**src/assert_macros.svh**
```systemverilog
// Assertion macros used by the queue RTL.
`ifndef ASSERT_MACROS_SVH
`define ASSERT_MACROS_SVH

// The consequent must hold in the same cycle as the antecedent.
`define ASSERT_SAME(label, ante, cons, msg) \
	label: assert property (@(posedge clk) disable iff (!arst_n) (ante) |-> (cons)) \
		else $error(msg);

// The consequent must hold in the cycle after the antecedent.
`define ASSERT_NEXT(label, ante, cons, msg) \
	label: assert property (@(posedge clk) disable iff (!arst_n) (ante) |=> (cons)) \
		else $error(msg);

`endif

```
**src/fqs_pkg.sv**
```systemverilog
package fqs_pkg;

	localparam int QUEUE_DEPTH_DEF = 16;
	localparam int DATA_W          = 32;
	localparam int COUNT_W         = 5;

	typedef logic [1:0] op_t;
	typedef logic [1:0] err_t;

	localparam op_t OP_INSERT = 2'd0;
	localparam op_t OP_DELETE = 2'd1;
	localparam op_t OP_SEARCH = 2'd2;

	localparam err_t ERR_OK    = 2'd0;
	localparam err_t ERR_EMPTY = 2'd1;
	localparam err_t ERR_FULL  = 2'd2;

endpackage

```
**src/fifo_queue_with_search.sv**
```systemverilog
// Queue of signed 32-bit items in a ring store, with insert, delete and linear search.
// An insert, an error or the unused code goes from idle to the done state; a delete passes
// through the pop state and a search through the scan state before the done state.
// Search rate is one entry a cycle, set by the single read port of the store.
// A new operation is taken only in the idle state, once the last result is in the output register.
// Reset clears pointers, count and handshake state at once; store contents are undefined.
module fifo_queue_with_search #(
	parameter int QUEUE_DEPTH = fqs_pkg::QUEUE_DEPTH_DEF
) (
	input  logic                               clk,
	input  logic                               arst_n,
	input  logic                               item_valid,
	output logic                               item_ready,
	input  fqs_pkg::op_t                       operation,
	input  logic signed [fqs_pkg::DATA_W-1:0]  item_value,
	output logic                               result_valid,
	input  logic                               result_ready,
	output logic signed [fqs_pkg::DATA_W-1:0]  removed_value,
	output logic                               found,
	output fqs_pkg::err_t                      error_code,
	output logic [fqs_pkg::COUNT_W-1:0]        entry_count
);
	import fqs_pkg::*;

	`include "assert_macros.svh"

	localparam int AW = (QUEUE_DEPTH > 1) ? $clog2(QUEUE_DEPTH) : 1;
	localparam int CW = $clog2(QUEUE_DEPTH + 1);
	localparam logic [CW-1:0] FULL_CNT = CW'(QUEUE_DEPTH);
	localparam logic [AW-1:0] LAST_POS = AW'(QUEUE_DEPTH - 1);

	typedef enum logic [1:0] {
		ST_IDLE,
		ST_POP,
		ST_SCAN,
		ST_DONE
	} state_t;

	state_t                state_q;
	logic [AW-1:0]         head_q;
	logic [AW-1:0]         tail_q;
	logic [CW-1:0]         count_q;
	logic [AW-1:0]         pos_q;
	logic [CW-1:0]         issued_q;
	logic                  rd_pending_q;
	logic signed [DATA_W-1:0] val_q;
	logic signed [DATA_W-1:0] res_removed_q;
	logic                  res_found_q;
	err_t                  res_err_q;
	logic                  result_valid_q;
	logic signed [DATA_W-1:0] removed_value_q;
	logic                  found_q;
	err_t                  error_code_q;
	logic [COUNT_W-1:0]    entry_count_q;

	logic                  accept;
	logic                  is_full;
	logic                  is_empty;
	logic                  full_insert;
	logic                  hit;
	logic                  scan_issue;
	logic                  wr_en;
	logic                  rd_en;
	logic [AW-1:0]         rd_addr;
	logic signed [DATA_W-1:0] rd_data;

	function automatic logic [AW-1:0] next_pos(input logic [AW-1:0] pos);
		return (pos == LAST_POS) ? '0 : pos + AW'(1);
	endfunction

	assign item_ready  = (state_q == ST_IDLE);
	assign accept      = item_valid && item_ready;
	assign is_full     = (count_q == FULL_CNT);
	assign is_empty    = (count_q == '0);
	assign full_insert = accept && (operation == OP_INSERT) && is_full;

	// Read data registered last cycle belongs to the entry issued then.
	assign hit        = rd_pending_q && (rd_data == val_q);
	assign scan_issue = (state_q == ST_SCAN) && !hit && (issued_q != count_q);

	assign wr_en   = accept && (operation == OP_INSERT) && !is_full;
	assign rd_en   = (accept && (operation == OP_DELETE) && !is_empty) || scan_issue;
	assign rd_addr = (state_q == ST_SCAN) ? pos_q : head_q;

	fqs_store #(
		.DEPTH (QUEUE_DEPTH),
		.AW    (AW)
	) u_store (
		.clk     (clk),
		.wr_en   (wr_en),
		.wr_addr (tail_q),
		.wr_data (item_value),
		.rd_en   (rd_en),
		.rd_addr (rd_addr),
		.rd_data (rd_data)
	);

	always_ff @(posedge clk or negedge arst_n) begin
		if (!arst_n) begin
			state_q        <= ST_IDLE;
			head_q         <= '0;
			tail_q         <= '0;
			count_q        <= '0;
			pos_q          <= '0;
			issued_q       <= '0;
			rd_pending_q   <= 1'b0;
			result_valid_q <= 1'b0;
		end else begin
			// In the done state the output register is reloaded instead.
			if (result_valid_q && result_ready && (state_q != ST_DONE)) begin
				result_valid_q <= 1'b0;
			end
			unique case (state_q)
				ST_IDLE: begin
					if (item_valid) begin
						val_q         <= item_value;
						res_removed_q <= '0;
						res_found_q   <= 1'b0;
						res_err_q     <= ERR_OK;
						rd_pending_q  <= 1'b0;
						issued_q      <= '0;
						pos_q         <= head_q;
						state_q       <= ST_DONE;
						case (operation)
							OP_INSERT: begin
								if (is_full) begin
									res_err_q <= ERR_FULL;
								end else begin
									tail_q  <= next_pos(tail_q);
									count_q <= count_q + CW'(1);
								end
							end
							OP_DELETE: begin
								if (is_empty) begin
									res_err_q <= ERR_EMPTY;
								end else begin
									state_q <= ST_POP;
								end
							end
							OP_SEARCH: begin
								if (is_empty) begin
									res_err_q <= ERR_EMPTY;
								end else begin
									state_q <= ST_SCAN;
								end
							end
							default: begin
							end
						endcase
					end
				end
				ST_POP: begin
					res_removed_q <= rd_data;
					head_q        <= next_pos(head_q);
					count_q       <= count_q - CW'(1);
					state_q       <= ST_DONE;
				end
				ST_SCAN: begin
					if (hit) begin
						res_found_q <= 1'b1;
						state_q     <= ST_DONE;
					end else if (issued_q == count_q) begin
						// The last held entry was compared in this cycle without a match.
						state_q <= ST_DONE;
					end else begin
						pos_q        <= next_pos(pos_q);
						issued_q     <= issued_q + CW'(1);
						rd_pending_q <= 1'b1;
					end
				end
				ST_DONE: begin
					if (!result_valid_q || result_ready) begin
						removed_value_q <= res_removed_q;
						found_q         <= res_found_q;
						error_code_q    <= res_err_q;
						entry_count_q   <= COUNT_W'(count_q);
						result_valid_q  <= 1'b1;
						state_q         <= ST_IDLE;
					end
				end
				default: begin
					state_q <= ST_IDLE;
				end
			endcase
		end
	end

	assign result_valid  = result_valid_q;
	assign removed_value = removed_value_q;
	assign found         = found_q;
	assign error_code    = error_code_q;
	assign entry_count   = entry_count_q;

	`ASSERT_SAME(a_count_bound, 1'b1, count_q <= FULL_CNT, "held count above queue depth")
	`ASSERT_NEXT(a_full_drop, full_insert, $stable({count_q, tail_q}), "full insert changed state")
	`ASSERT_SAME(a_scan_issue, state_q == ST_SCAN, (issued_q <= count_q) && !wr_en, "scan overran")

endmodule

```
**src/fqs_store.sv**
```systemverilog
module fqs_store #(
	parameter int DEPTH = 16,
	parameter int AW    = 4
) (
	input  logic                               clk,
	input  logic                               wr_en,
	input  logic [AW-1:0]                      wr_addr,
	input  logic signed [fqs_pkg::DATA_W-1:0]  wr_data,
	input  logic                               rd_en,
	input  logic [AW-1:0]                      rd_addr,
	output logic signed [fqs_pkg::DATA_W-1:0]  rd_data
);
	import fqs_pkg::*;

	logic signed [DATA_W-1:0] mem [DEPTH];
	logic signed [DATA_W-1:0] rd_data_q;

	always_ff @(posedge clk) begin
		if (wr_en) begin
			mem[wr_addr] <= wr_data;
		end
		if (rd_en) begin
			rd_data_q <= mem[rd_addr];
		end
	end

	assign rd_data = rd_data_q;

endmodule

```
**config.mk**
```make
export PLATFORM = sky130hd
export DESIGN_NAME = fifo_queue_with_search
export DESIGN_NICKNAME = d
export VERILOG_FILES = /design/src/fqs_pkg.sv /design/src/fifo_queue_with_search.sv /design/src/fqs_store.sv
export VERILOG_INCLUDE_DIRS = /design/src /design/src/src
export SDC_FILE = /design/constraint.sdc
export NUM_CORES = 1
export LEC_CHECK = 0
export BUFFER_PORTS_ARGS = -buffer_cell sky130_fd_sc_hd__buf_4
export CAP_MARGIN = 15
export CELL_PAD_IN_SITES_DETAIL_PLACEMENT = 0
export CELL_PAD_IN_SITES_GLOBAL_PLACEMENT = 1
export CORE_UTILIZATION = 40
export DETAILED_ROUTE_END_ITERATION = 8
export GPL_TIMING_DRIVEN = 0
export PLACE_DENSITY_LB_ADDON = 0.1
export SYNTH_ARGS = -nofsm -noshare
export SYNTH_HDL_FRONTEND = slang
export SYNTH_HIERARCHICAL = 1
export SYNTH_SLANG_ARGS = --single-unit
export TNS_END_PERCENT = 5
```
**constraint.sdc**
```tcl
create_clock -name clk -period 6.7 [get_ports clk]
set_clock_uncertainty 0.15 [all_clocks]
set_input_delay 0.335 -clock clk [delete_from_list [all_inputs] [get_ports clk]]
set_output_delay 0.335 -clock clk [all_outputs]
set_load 0.1 [all_outputs]
```
## Yosys cells after proc, flatten, opt, wreduce, memory -nomap -nowiden

Memory sizes are Yosys's and may differ from the RTL's. A register that Yosys moved wholly into a read port is not among the register bits.
Index checks and enable logic that the tools add are counted.

| operators by class | value |
|---|---|
| $add $sub $neg | 6 |
| eq/ne operators | 21 |
| mux-type cells | 40 |
| bitwise operators | 1 |
| reductions and logical operators | 30 |

Operators with widths:

| cell | count |
|---|---|
| 32-bit one-hot mux with 2 select lines | 1 |
| 32-bit == test | 1 |
| 32-bit two-way mux | 1 |
| 5-bit two-way mux | 6 |
| 4-bit two-way mux | 7 |
| 5-bit one-hot mux with 2 select lines | 2 |
| 4-bit AND reduction | 4 |
| 2-bit inequality test (second input constant) | 7 |
| 4-bit by 1-bit adder with 4-bit output (second input constant) | 3 |
| 4-bit == test (second input constant) | 3 |
| 2-bit two-way mux | 6 |
| 3-bit AND reduction | 4 |
| 1-bit two-way mux | 11 |
| 5-bit by 1-bit adder with 5-bit output (second input constant) | 2 |
| 1-bit logical AND | 10 |
| 2-bit one-hot mux with 2 select lines | 2 |
| 2-bit one-hot mux with 4 select lines | 1 |
| 4-bit one-hot mux with 2 select lines | 1 |
| 2-bit == test (second input constant) | 3 |
| 5-bit == test | 1 |
| 5-bit == test (second input constant) | 1 |
| 5-bit logical NOT | 1 |
| 5-bit inequality test | 1 |
| 5-bit by 1-bit subtractor with 5-bit output (second input constant) | 1 |
| 10 further kinds | 18 |

| storage, ports and cells | value |
|---|---|
| bits in registers | 133 |
| bits in writable memories | 512 |
| output and inout bits | 42 |
| logic and storage cells | 115 |
| memories | 1 |

Memory list:

| name | depth | width | read ports | clocked after memory_dff | write ports | line | text |
|---|---|---|---|---|---|---|---|
| u_store.mem | 16 | 32 | 1 | 1 | 1 | fqs_store.sv:15 | `logic signed [DATA_W-1:0] mem [DEPTH];` |

## Longest topological paths before layout

| logic depth | value |
|---|---|
| word-level depth | 6 |
| mapped depth | 11 |
| depth with buffers taken out | 10 |

## Cells and area by module

The synthesis kept the hierarchy.

By module, submodules not included:

| module | times used | cells each | area each (um^2) | seq. area each (um^2) |
|---|---|---|---|---|
| fqs_store | 1 | 838 | 20155.6 | 16335.7 |
| fifo_queue_with_search | 1 | 384 | 5611.6 | 3863.7 |

## Worst setup path after synthesis

Ideal clock, no wire load.

| timing path | value |
|---|---|
| kind | reg2reg |
| from | register state_q[0] |
| to | memory u_store.mem[0][0], enable pin |
| arrival | 4.774 ns |
| required time | 6.089 ns |
| slack | 1.315 ns |
| stages on the path, launching flop included | 8 |
| path buffers | 1 |
| cells stage by stage | dfrtp_1 -> inv_1 -> ha_1 -> clkbuf_1 -> nand3_1 -> a21oi_2 -> or3b_2 -> nor3_1 |

| between the ends | value |
|---|---|
| longest elaborated chain between the ends | 6 |

RTL lines:

| what | line | text |
|---|---|---|
| start: declaration | fifo_queue_with_search.sv:39 | `state_t state_q;` |
| start signal: assignment | fifo_queue_with_search.sv:100 | `state_q <= ST_IDLE;` |
| start signal: assignment | fifo_queue_with_search.sv:123 | `state_q <= ST_DONE;` |
| start signal: assignment | fifo_queue_with_search.sv:137 | `state_q <= ST_POP;` |
| 2-bit logical NOT | fifo_queue_with_search.sv:71 | `assign item_ready = (state_q == ST_IDLE);` |
| via item_ready | fifo_queue_with_search.sv:13 | `output logic item_ready,` |
| 1-bit logical AND | fifo_queue_with_search.sv:72 | `assign accept = item_valid && item_ready;` |
| 1-bit logical AND (2 in a row) | fifo_queue_with_search.sv:81 | `assign wr_en = accept && (operation == OP_INSERT) && !is_full;` |
| via wr_en | fifo_queue_with_search.sv:62 | `logic wr_en;` |
| 1-bit two-way mux | fqs_store.sv:19 | `if (wr_en) begin` |
| 1-bit two-way mux (implied by the code) | fqs_store.sv:20 | `mem[wr_addr] <= wr_data;` |
| end: declaration | fqs_store.sv:15 |  |

The timed path passes the listed nets, and every way through them passes these cells.

## Worst setup path in the final report

| timing path | value |
|---|---|
| from | register state_q[0] |
| to | register u_store.rd_data_q[14] (netlist: u_store/rd_data[14]) (read register of u_store.mem), data pin |

| between the ends | value |
|---|---|
| elaborated cells between the ends (all ways) | 9 |

RTL lines:

| what | line | text |
|---|---|---|
| 2-bit == test | fifo_queue_with_search.sv:83 | `assign rd_addr = (state_q == ST_SCAN) ? pos_q : head_q;` |
| 4-bit two-way mux | fifo_queue_with_search.sv:83 |  |
| via rd_addr[1] | fifo_queue_with_search.sv:64 | `logic [AW-1:0] rd_addr;` |
| end: declaration | fqs_store.sv:16 | `logic signed [DATA_W-1:0] rd_data_q;` |

The timed path passes the listed nets, and every way through them passes these cells.
A chain may end at the register's enable or synchronous reset.

==> impl_metrics.json <==
{
  "outcome": "finished clean",
  "power_switching_mw": 4.66,
  "criticalPathCategory": "flop to flop",
  "reg2reg_slack_ps": 2830,
  "drtIter0Drc": 1014,
  "synthArstFlopShare": 0.0384,
  "die_w_um": 256,
  "internal_power_mw": 9.41,
  "clockPowerShare": 0.290,
  "setup_viol": 0,
  "initial_core_util": 0.407,
  "synthCells": 1222,
  "cts.reportedPaths.clkPinSlew_ps": 60,
  "clock_sinks": 677,
  "cts_resized": 0,
  "critPathBufInv": 4,
  "remaining_drc_errors": 0,
  "grt_remaining_overflow": 0,
  "place.port_buffers": 79,
  "fin_crit_sh": 0.578,
  "swShare": 0.331,
  "worstPathArrival_ps": 4080,
  "min_path_type": "primary input to asynchronous set/reset pin",
  "cp_top_family": "buffers and inverters",
  "first_global_vias": 13000,
  "syn2layout_area_growth_pct": 19.6,
  "hpwl_um": 40000,
  "rows": 92,
  "path_max_fanout": 10,
  "netlist-cell-type-count": 57,
  "postRouteWirelength_um": 63900,
  "synth_compound_gate_area_share": 0.0347,
  "finalCriticalPeriod_ps": 3870,
  "synth_warnings": 6,
  "cts_setup_buffers": 0,
  "leakagePower_nw": 10.1,
  "synthAdderAreaFrac": 0.00806,
  "vias_per_cell": 5.37,
  "htree_num_levels": 3,
  "synth_top_family_by_area": "multiplexers",
  "nNetsFinal": 1498,
  "synth-simple-area-share": 0.0334,
  "die_h_um": 256,
  "syn-cell-area_um2": 25800,
  "grt_pass1_wl_um": 92300,
  "clockBufferDepth": 3,
  "hold_viol": 0,
  "cts_tree": "yes",
  "drive_above_1_share": 0.263,
  "vdd_drop_max_mv": 0.221,
  "worstMarginPinSlew_ps": 1110,
  "combPwrFrac": 0.327,
  "crit_path_end_kind": "flop",
  "fin_hold_ws_ps": 49.5,
  "max_freq_ghz": 0.258,
  "p_seq_frac": 0.383,
  "via_count": 12600,
  "grtUsageTotal": 0.199,
  "clkLatencyLatePin_ps": 610,
  "antenna_found_initial": 2,
  "synth_xor_xnor_area_share": 0.0139,
  "cts_root_buffer": "clkbuf_16",
  "die_area_um2": 65400,
  "grt_max_degree": 31,
  "ys_ff_latch": 677,
  "synth_area_per_cell_um2": 21.1,
  "rsz0062_at_grt": "false",
  "synthFlopType": "edfxtp_1",
  "muxShareOfSynthArea": 0.114,
  "wl_per_cell_um": 27.3,
  "critical_path_required_ps": 6910,
  "syn_nets": 1276,
  "gp_congestion": 0.742,
  "slowest_stage": "buf_1",
  "cp_cell_sequence": "inv_1, ha_1, clkbuf_1, mux2_2, buf_2, buf_1, mux4_2, a22oi_1, nand2_1",
  "drv_slew": 0,
  "power_density_nw_per_um2": 457,
  "core-area_um2": 63300,
  "tns_ps": 0,
  "numCtsBuffers": 74,
  "slowest_delay_ps": 870,
  "synth-seq-area-share": 0.784,
  "maxCapViolations": 0,
  "synth_enable_flop_cells": 651,
  "io_pins": 80,
  "critPathLaunchType": "flop",
  "max-slew-margin-rel": 0.257,
  "ant_nets": 0,
  "drtPass1Iterations": 5
}
[cell usage in the layout, fill, tap and decap left out, types with 3 or more instances in the layout]
| cell type | n |
|---|---|
| buf_8 | 3 |
| inv_1 | 16 |
| edfxtp_1 | 651 |
| bufinv_16 | 10 |
| nand2_1 | 55 |
| buf_1 | 10 |
| a21oi_1 | 8 |
| o21ai_0 | 16 |
| dlygate4sd3_1 | 34 |
| buf_4 | 88 |
| a31oi_1 | 3 |
| xnor2_1 | 38 |
| dfrtp_1 | 26 |
| buf_12 | 16 |
| clkinv_1 | 18 |
| a21o_1 | 5 |
| nor2_1 | 12 |
| and2_1 | 30 |
| nand3b_1 | 3 |
| ha_1 | 15 |
| clkbuf_1 | 32 |
| buf_6 | 15 |
| nand3_1 | 11 |
| nor3_2 | 5 |
| clkbuf_16 | 76 |
| buf_2 | 7 |
| clkinv_2 | 11 |
| and3_1 | 4 |
| a22oi_1 | 65 |
| nand4_1 | 8 |
| mux2_2 | 4 |
| a22o_1 | 3 |
| mux4_2 | 128 |
| nor2_4 | 12 |
| nand2b_1 | 5 |
| nor2b_1 | 7 |
| xor2_1 | 3 |
[per-stage QoR]
step | area (um2) | util | total power, mW | setup slack (ps) | cells
final | 30800 | 0.487 | 14.1 | 2830 | 2343
after global routing | 30800 | 0.487 | 14.7 | 2690 | 2343
after CTS | 30800 | 0.487 | 14.3 | 2840 | 2342
after detailed placement | 28100 | 0.443 | 10.1 | 2860 | 2180
after global placement | 27400 | 0.433 | 10.1 | -1610 | 2147
after floorplan | 25800 | - | 8.54 | 1310 | 1222
[power groups by stage]
stage          clock, mW  combinational (mW)  sequential (mW)
2_1_floorplan          0                2.81             5.73
3_3_place_gp           0                4.56             5.50
3_5_place_dp           0                4.65             5.47
4_1_cts             4.17                4.69             5.39
5_1_grt             4.33                4.94             5.42
6_report            4.08                4.61             5.39
[final timing paths]
path,cells after the start,to,from
worst max-delay path,9,u_store/rd_data[14],state_q[0]
worst min-delay path,2,count_q[1],arst_n
worst max register to register,9,u_store/rd_data[14],state_q[0]
worst min register to register,0,removed_value[21],res_removed_q[21]
max in group asynchronous,2,result_valid,arst_n
min in group clk,4,rd_pending_q,item_valid
[flip-flops by register name, summed over array words and instances, names as in the netlist, 2 cells and up]
name and flops:
removed_value 32, entry_count 5, u_store/rd_data 32, head_q 4, val_q 32, error_code 2, u_store/mem 512, pos_q 4
count_q 5, issued_q 5, state_q 2, tail_q 4, res_err_q 2, res_removed_q 32
[worst register-to-register path, cell delays in order, from the launching register on]
cell      delay, ps
dfrtp_1         440
inv_1           110
ha_1            300
clkbuf_1        430
mux2_2          260
buf_2           320
buf_1           870
mux4_2          430
a22oi_1         250
nand2_1          80
[logic make-up (layout without fill, tap and decap cells)]
kind of cell	after synthesis	in the layout
xor gates and xnor gates	41	41
adders and majority gates	16	16
muxes	134	134
and+or+nand+nor	165	165
DFF	677	677
AOI/OAI and AO/OA	123	123
buffers and inverters	66	340
other	0	1
[routing by layer]
metal  part of all wire  up-vias  track usage  wire length, um
li1                   -     5459            -                -
met1               0.45     6750        0.281            28800
met2               0.48      295        0.319            30900
met3              0.046       86       0.0353             2950
met4              0.019        2       0.0541             1190
met5            0.00020        -            0               13
[layout make-up]
class	instances	area, um2
well taps	846	1060
plain buffers	50	238
diodes	1	2.50
clock buffers	85	1940
flip-flops and latches	677	20200
repair buffers	146	1460
fillers	5233	32500
inverters	16	60.1
clock inverters	43	463
multi-input cells	479	5400
[synth_stat cells (10+ instances only)]
| cell type | number | area share |
|---|---|---|
| edfxtp_1 | 651 | 0.76 |
| mux4_2 | 128 | 0.11 |
| a22oi_1 | 65 | 0.019 |
| nand2_1 | 55 | 0.0080 |
| xnor2_1 | 38 | 0.013 |
| and2_1 | 31 | 0.0075 |
| dfrtp_1 | 26 | 0.025 |
| nor2_1 | 24 | 0.0035 |
| clkbuf_1 | 23 | 0.0034 |
| o21ai_0 | 17 | 0.0033 |
| inv_1 | 16 | 0.0023 |
| ha_1 | 15 | 0.0073 |
| nand3_1 | 11 | 0.0021 |
| buf_1 | 10 | 0.0015 |
[repair_timing]
action                                 CTS  global route
hold buffers                            34             0
setup endpoints to repair                0             0
endpoints found under the hold margin  571             0
Power figures use the tool's default switching activity.
